<file path="src/sv/lzw_compress_decoder_top_defines.svh">
// ----------------------------------------------------------------------------
// LZW decoder assertion macros
// Shared implication macros for the concurrent checks of the decoder.
// ----------------------------------------------------------------------------
`ifndef LZW_COMPRESS_DECODER_TOP_DEFINES_SVH
`define LZW_COMPRESS_DECODER_TOP_DEFINES_SVH

// same-cycle implication
`define LZWD_ASSERT_NOW(lbl, clk, rst, ante, cons) \
  lbl: assert property (@(posedge clk) disable iff (rst) (ante) |-> (cons)) \
    else $error("lzwd check failed");

// next-cycle implication
`define LZWD_ASSERT_NXT(lbl, clk, rst, ante, cons) \
  lbl: assert property (@(posedge clk) disable iff (rst) (ante) |=> (cons)) \
    else $error("lzwd check failed");

`endif

</file>
<file path="src/sv/lzwd_pkg.sv">
// ----------------------------------------------------------------------------
// LZW decoder package
// Types, codes and constants shared by the decoder modules.
// ----------------------------------------------------------------------------
package lzwd_pkg;

  localparam int MaxCodeBitsDefault = 16;

  localparam logic [1:0] MODE_PUSH    = 2'd0;
  localparam logic [1:0] MODE_PULL    = 2'd1;
  localparam logic [1:0] MODE_RESTART = 2'd2;

  localparam logic [2:0] ST_OK        = 3'd0;
  localparam logic [1:0] ERR_NONE     = 2'd0;
  localparam logic [1:0] ERR_MAGIC    = 2'd1;
  localparam logic [1:0] ERR_MAXBITS  = 2'd2;
  localparam logic [1:0] ERR_CODE     = 2'd3;
  localparam logic [2:0] ST_REFUSED   = 3'd4;

  localparam logic [1:0] SKIP_NONE    = 2'd0;
  localparam logic [1:0] SKIP_WIDEN   = 2'd1;
  localparam logic [1:0] SKIP_CLEAR   = 2'd2;

  localparam logic [1:0] PH_MAGIC0    = 2'd0;
  localparam logic [1:0] PH_MAGIC1    = 2'd1;
  localparam logic [1:0] PH_STYLE     = 2'd2;
  localparam logic [1:0] PH_DATA      = 2'd3;

  localparam logic [7:0] MAGIC0       = 8'h1F;
  localparam logic [7:0] MAGIC1       = 8'h9D;
  localparam logic [4:0] MIN_WIDTH    = 5'd9;
  localparam logic [4:0] WIDTH_CAP    = 5'd16;
  localparam logic [15:0] CODE_CLEAR  = 16'd256;

  typedef struct packed {
    logic [1:0] mode;
    logic [7:0] in_byte;
  } req_t;

  typedef struct packed {
    logic [7:0] out_byte;
    logic       out_valid;
    logic       string_end;
    logic       more_pending;
    logic [2:0] status;
  } rsp_t;

  typedef enum logic [2:0] {
    S_IDLE, S_EXEC, S_WALK_RD, S_WALK_DATA, S_WALK_END, S_PATCH, S_PULL, S_FINISH
  } state_t;

  typedef struct packed {
    logic latch;
    logic exec;
    logic walk_data;
    logic walk_end;
    logic patch;
    logic pull_cap;
    logic finish;
  } cmd_t;

  typedef struct packed {
    logic go_walk;
    logic go_end;
    logic go_pull;
    logic walk_more;
    logic patch_pend;
    logic out_free;
  } stat_t;

endpackage

</file>
<file path="src/sv/lzwd_ctrl.sv">
// ----------------------------------------------------------------------------
// LZW decoder controller
// Sequences one request through decode, chain walk, pull and result load.
// ----------------------------------------------------------------------------
module lzwd_ctrl
  import lzwd_pkg::*;
(
  input  logic   clk,
  input  logic   rst,
  input  logic   req_valid,
  output logic   req_ready,
  input  stat_t  st,
  output cmd_t   cmd,
  output state_t state
);

  state_t state_next;

  always_ff @(posedge clk) begin
    if (rst) begin
      state <= S_IDLE;
    end else begin
      state <= state_next;
    end
  end

  always_comb begin
    state_next = state;
    unique case (state)
      S_IDLE: begin
        if (req_valid) state_next = S_EXEC;
      end
      S_EXEC: begin
        if (st.go_walk)      state_next = S_WALK_RD;
        else if (st.go_end)  state_next = S_WALK_END;
        else if (st.go_pull) state_next = S_PULL;
        else                 state_next = S_FINISH;
      end
      S_WALK_RD:   state_next = S_WALK_DATA;
      S_WALK_DATA: state_next = st.walk_more ? S_WALK_RD : S_WALK_END;
      S_WALK_END:  state_next = st.patch_pend ? S_PATCH : S_FINISH;
      S_PATCH:     state_next = S_FINISH;
      S_PULL:      state_next = S_FINISH;
      S_FINISH: begin
        if (st.out_free) state_next = S_IDLE;
      end
      default:     state_next = S_IDLE;
    endcase
  end

  always_comb begin
    cmd           = '0;
    req_ready     = (state == S_IDLE);
    cmd.latch     = (state == S_IDLE) && req_valid;
    cmd.exec      = (state == S_EXEC);
    cmd.walk_data = (state == S_WALK_DATA);
    cmd.walk_end  = (state == S_WALK_END);
    cmd.patch     = (state == S_PATCH);
    cmd.pull_cap  = (state == S_PULL);
    cmd.finish    = (state == S_FINISH) && st.out_free;
  end

endmodule

</file>
<file path="config.mk">
export PLATFORM = sky130hd
export DESIGN_NAME = lzwd_ctrl
export DESIGN_NICKNAME = d
export VERILOG_FILES = /design/src/sv/lzw_compress_decoder_top_defines.svh /design/src/sv/lzwd_pkg.sv /design/src/sv/lzwd_ctrl.sv
export SDC_FILE = /design/constraint.sdc
export NUM_CORES = 1
export LEC_CHECK = 0
export BUFFER_PORTS_ARGS = -buffer_cell sky130_fd_sc_hd__buf_4
export CAP_MARGIN = 10
export CELL_PAD_IN_SITES_DETAIL_PLACEMENT = 0
export CELL_PAD_IN_SITES_GLOBAL_PLACEMENT = 1
export CORE_AREA = 2 2 39 41
export CTS_CLUSTER_DIAMETER = 200
export DETAILED_ROUTE_END_ITERATION = 10
export DIE_AREA = 0 0 41 43
export GPL_TIMING_DRIVEN = 0
export HOLD_SLACK_MARGIN = 0.1
export PLACE_DENSITY_LB_ADDON = 0.1
export SETUP_SLACK_MARGIN = 0.2
export SLEW_MARGIN = 25
export SYNTH_ARGS = -nofsm -noshare
export SYNTH_HDL_FRONTEND = slang
export SYNTH_SLANG_ARGS = --single-unit
export TNS_END_PERCENT = 5
</file>
<file path="constraint.sdc">
create_clock -name clk -period 1.1 [get_ports clk]
set_clock_uncertainty 0.15 [all_clocks]
set_input_delay 0.11 -clock clk [delete_from_list [all_inputs] [get_ports clk]]
set_output_delay 0.11 -clock clk [all_outputs]
set_load 0.02 [all_outputs]
</file>
==> flow_summary_export.csv <==
group,metric,value,unit
hold_path,hold_depth,2,
drt,dr.pass1.iters,4,
synth,synth_edf_count,0,
layout,finalNonFillerCells,79,
clock_tree,worst_skew_pair.late_latency,0.24,ns
run,maxCapViolations,0,
clock_tree,ctsRootBufferMaster,"clkbuf_4",
setup_path,crit_chain,"buf_8 > nor3_4 > and2_4 > buf_6",
global_routing,antenna_found_initial,0,
hold_path,hold_class,"in -> reg",
floorplanning,dieArea,1760,µm²
power,max-vdd-ir-drop,0.000419,V
layout,multi_input_area,220,µm²
sta,setup_tns,-2.37,ns
clock_tree,clockBufferDepth,2,
sta,slew-limit-headroom,82.1,%
status,status,"finished, violations left",
placement,io_buffers,19,
global_routing,track_usage,12.2,%
drt,ant_nets,0,
synth,synth_top_area_cell,"dfxtp_1",
setup_path,max_stage_delay,0.35,ns
setup_path,worstPathArrival,1.16,ns
layout,reg_top3,"state x3",
layout,regMostFlops,"state",
drt,drt_iter0_markers,3,
floorplanning,ios,20,
setup_path,r2r_end,"state[1]",
synth,synth.distinct_cells,18,
status,violations,"negative hold slack, negative setup slack",
sta,fin_ws,-0.318,ns
layout,areaGrowthSynthToFinish,148,%
sta,fin_crit,1.42,ns
synth,syn-instance-count,36,
synth,synth_ff_type,"dfxtp_1",
setup_path,r2r_cells,5,
setup_path,startpoint_type,"flip-flop",
setup_path,worstSetupPathType,"reg -> out",
sta,setup_violations,12,
placement,place_inst,71,
layout,diodes,0,
floorplanning,die_w,41,µm
drt,vias,368,
synth,synthTopCellsByArea,"dfxtp_1 (25%), nand2_1 (9.3%), buf_2 (6.2%), nor3_1 (6.2%), nor2_1 (6.2%)",
sta,rsz0062_at_grt,"yes",
clock_tree,cts_sinks,3,
power,total_power,894,µW
setup_path,cp-startpoint,"state[1]",
setup_path,cp_slowest_cell,"dfxtp_4",
setup_path,critPathMaxFanout,5,
drt,drcViolationCount,0,
synth,synthesis.area,243,µm²
layout,n_fill_cell,148,
synth,async_reset_ff_share,0,%
layout,largest_reg_flops,3,
synth,syn_area_per_cell,6.74,µm²
setup_path,cp_top_family,"flip-flops",
global_routing,grt_first_pass_wirelength,1500,µm
layout,regArea,71.3,µm²
global_routing,grt_max_degree,11,
sta,worst_pin_slew,0.266,ns
setup_path,end_kind,"primary output",
sta,period_share,129,%
synth,seq_area_frac_synth,24.7,%
floorplanning,rows,14,
sta,final_hold_viol_count,3,
global_routing,grt-ovfl-total,0,
drt,avgRoutedWirePerCell,11.3,µm
power,power_leakage,0.263,nW
synth,synth_seq_cells,3,
hold_path,min_delay_worst_endpoint,"state[2]",
clock_tree,cts_tree,"yes",
synth,ys_warn_count,0,
sta,max_freq,0.705,GHz
setup_path,critical_path_required,0.84,ns
clock_tree,htreeDepth,1,
placement,place_congestion,0.700,
setup_path,r2r-start,"state[1]",
synth,netlist.area_leader.share,24.7,%
synth,synth_common_cells,"nand2_1 (6), nor2_1 (4), buf_2 (3), dfxtp_1 (3), nor3_1 (3)",
layout,drive_above_1_share,66.7,%
layout,finalNetCount,73,
clock_tree,numCtsBuffers,3,
setup_path,reg2reg_setup_slack,-0.21,ns
drt,vias_per_cell,4.66,
setup_path,crit_buf_inv,2,
floorplanning,start_util,17.5,%
power,cellPowerDensity,1480,nW/µm²
synth,synth_nets,45,
clock_tree,path_clk_slew,0.04,ns
hold_path,min_from,"rst",
floorplanning,core_area,1380,µm²
drt,routed_wl,892,µm
floorplanning,die-height,43,µm
sta,drv_slew,0,
synth,post-synth-top-count-cell,"nand2_1",
sta,timing.hold.ws,-0.106,ns
global_routing,grt_pass1_vias,378,
==> worst max path at each step <==
stage / cells past startpoint / to
floorplan: 3 / cmd[6]
global placement: 4 / cmd[0]
detailed placement: 4 / cmd[0]
CTS: 4 / cmd[6]
global route: 4 / cmd[6]
finish: 4 / cmd[6]
==> report_power, final <==
group | leakage (nW) | switching [mW] | internal, mW | total, mW
clock network | 0.0150 | 0.0629 | 0.136 | 0.199
registers | 0.0267 | 0.0337 | 0.134 | 0.168
logic | 0.222 | 0.228 | 0.299 | 0.527
total | 0.263 | 0.325 | 0.569 | 0.894
==> repair_timing <==
| action | CTS | global route |
|---|---|---|
| cloned | 1 | 0 |
| buffers inserted | 3 | 0 |
| resized for setup | 11 | 8 |
| endpoints found under the setup margin | 14 | 14 |
| endpoints found under the hold margin | 3 | 3 |
| pin swaps | 3 | 1 |
==> layout make-up <==
class	instances	share of cell area (%)
multi-input cells	30	36.5
repair buffers	23	36.5
flip-flops and latches	3	11.8
plain buffers	3	7.47
clock buffers	4	4.36
well taps	16	3.32
==> per-layer routing <==
metal,up-vias,wire length [µm],track usage (%)
met5,-,0,0
li1,180,-,-
met4,0,16,8.00
met3,2,47,0
met1,174,376,15.7
met2,12,452,19.1
==> cell usage in the layout (no fill, tap or decap), types with 2 or more instances in the layout <==
master	Yosys	layout
buf_4	0	16
buf_6	0	6
buf_8	0	3
clkbuf_4	0	3
dfxtp_4	0	3
nand2_1	6	5
nand2b_1	2	2
nor2_1	4	2
nor2_2	0	2
nor3b_4	0	2
==> cells by family after synthesis <==
group,count (synthesis),synth area share [%]
AND/OR/NAND/NOR,23,51.5
buffers and inverters,3,6.18
AO/OA/AOI/OAI,7,17.5
flip-flops,3,24.7
==> per-stage QoR <==
stage,worst slack (ns),cell area (µm²),utilization [%]
2_1_floorplan,-0.201,294,-
3_3_place_gp,-0.134,457,33.0
3_5_place_dp,-0.141,457,33.0
4_1_cts,-0.318,574,41.5
5_1_grt,-0.338,603,43.6
6_report,-0.318,603,43.6
==> worst reg2reg max path, stage by stage (launching register included) <==
cell and delay, ns:
dfxtp_4 0.35, bufbuf_16 0.26, buf_4 0.13, nor3_2 0.14, o21ai_1 0.08, a21oi_1 0.13
No activity file was read; power rests on OpenSTA's default activity.
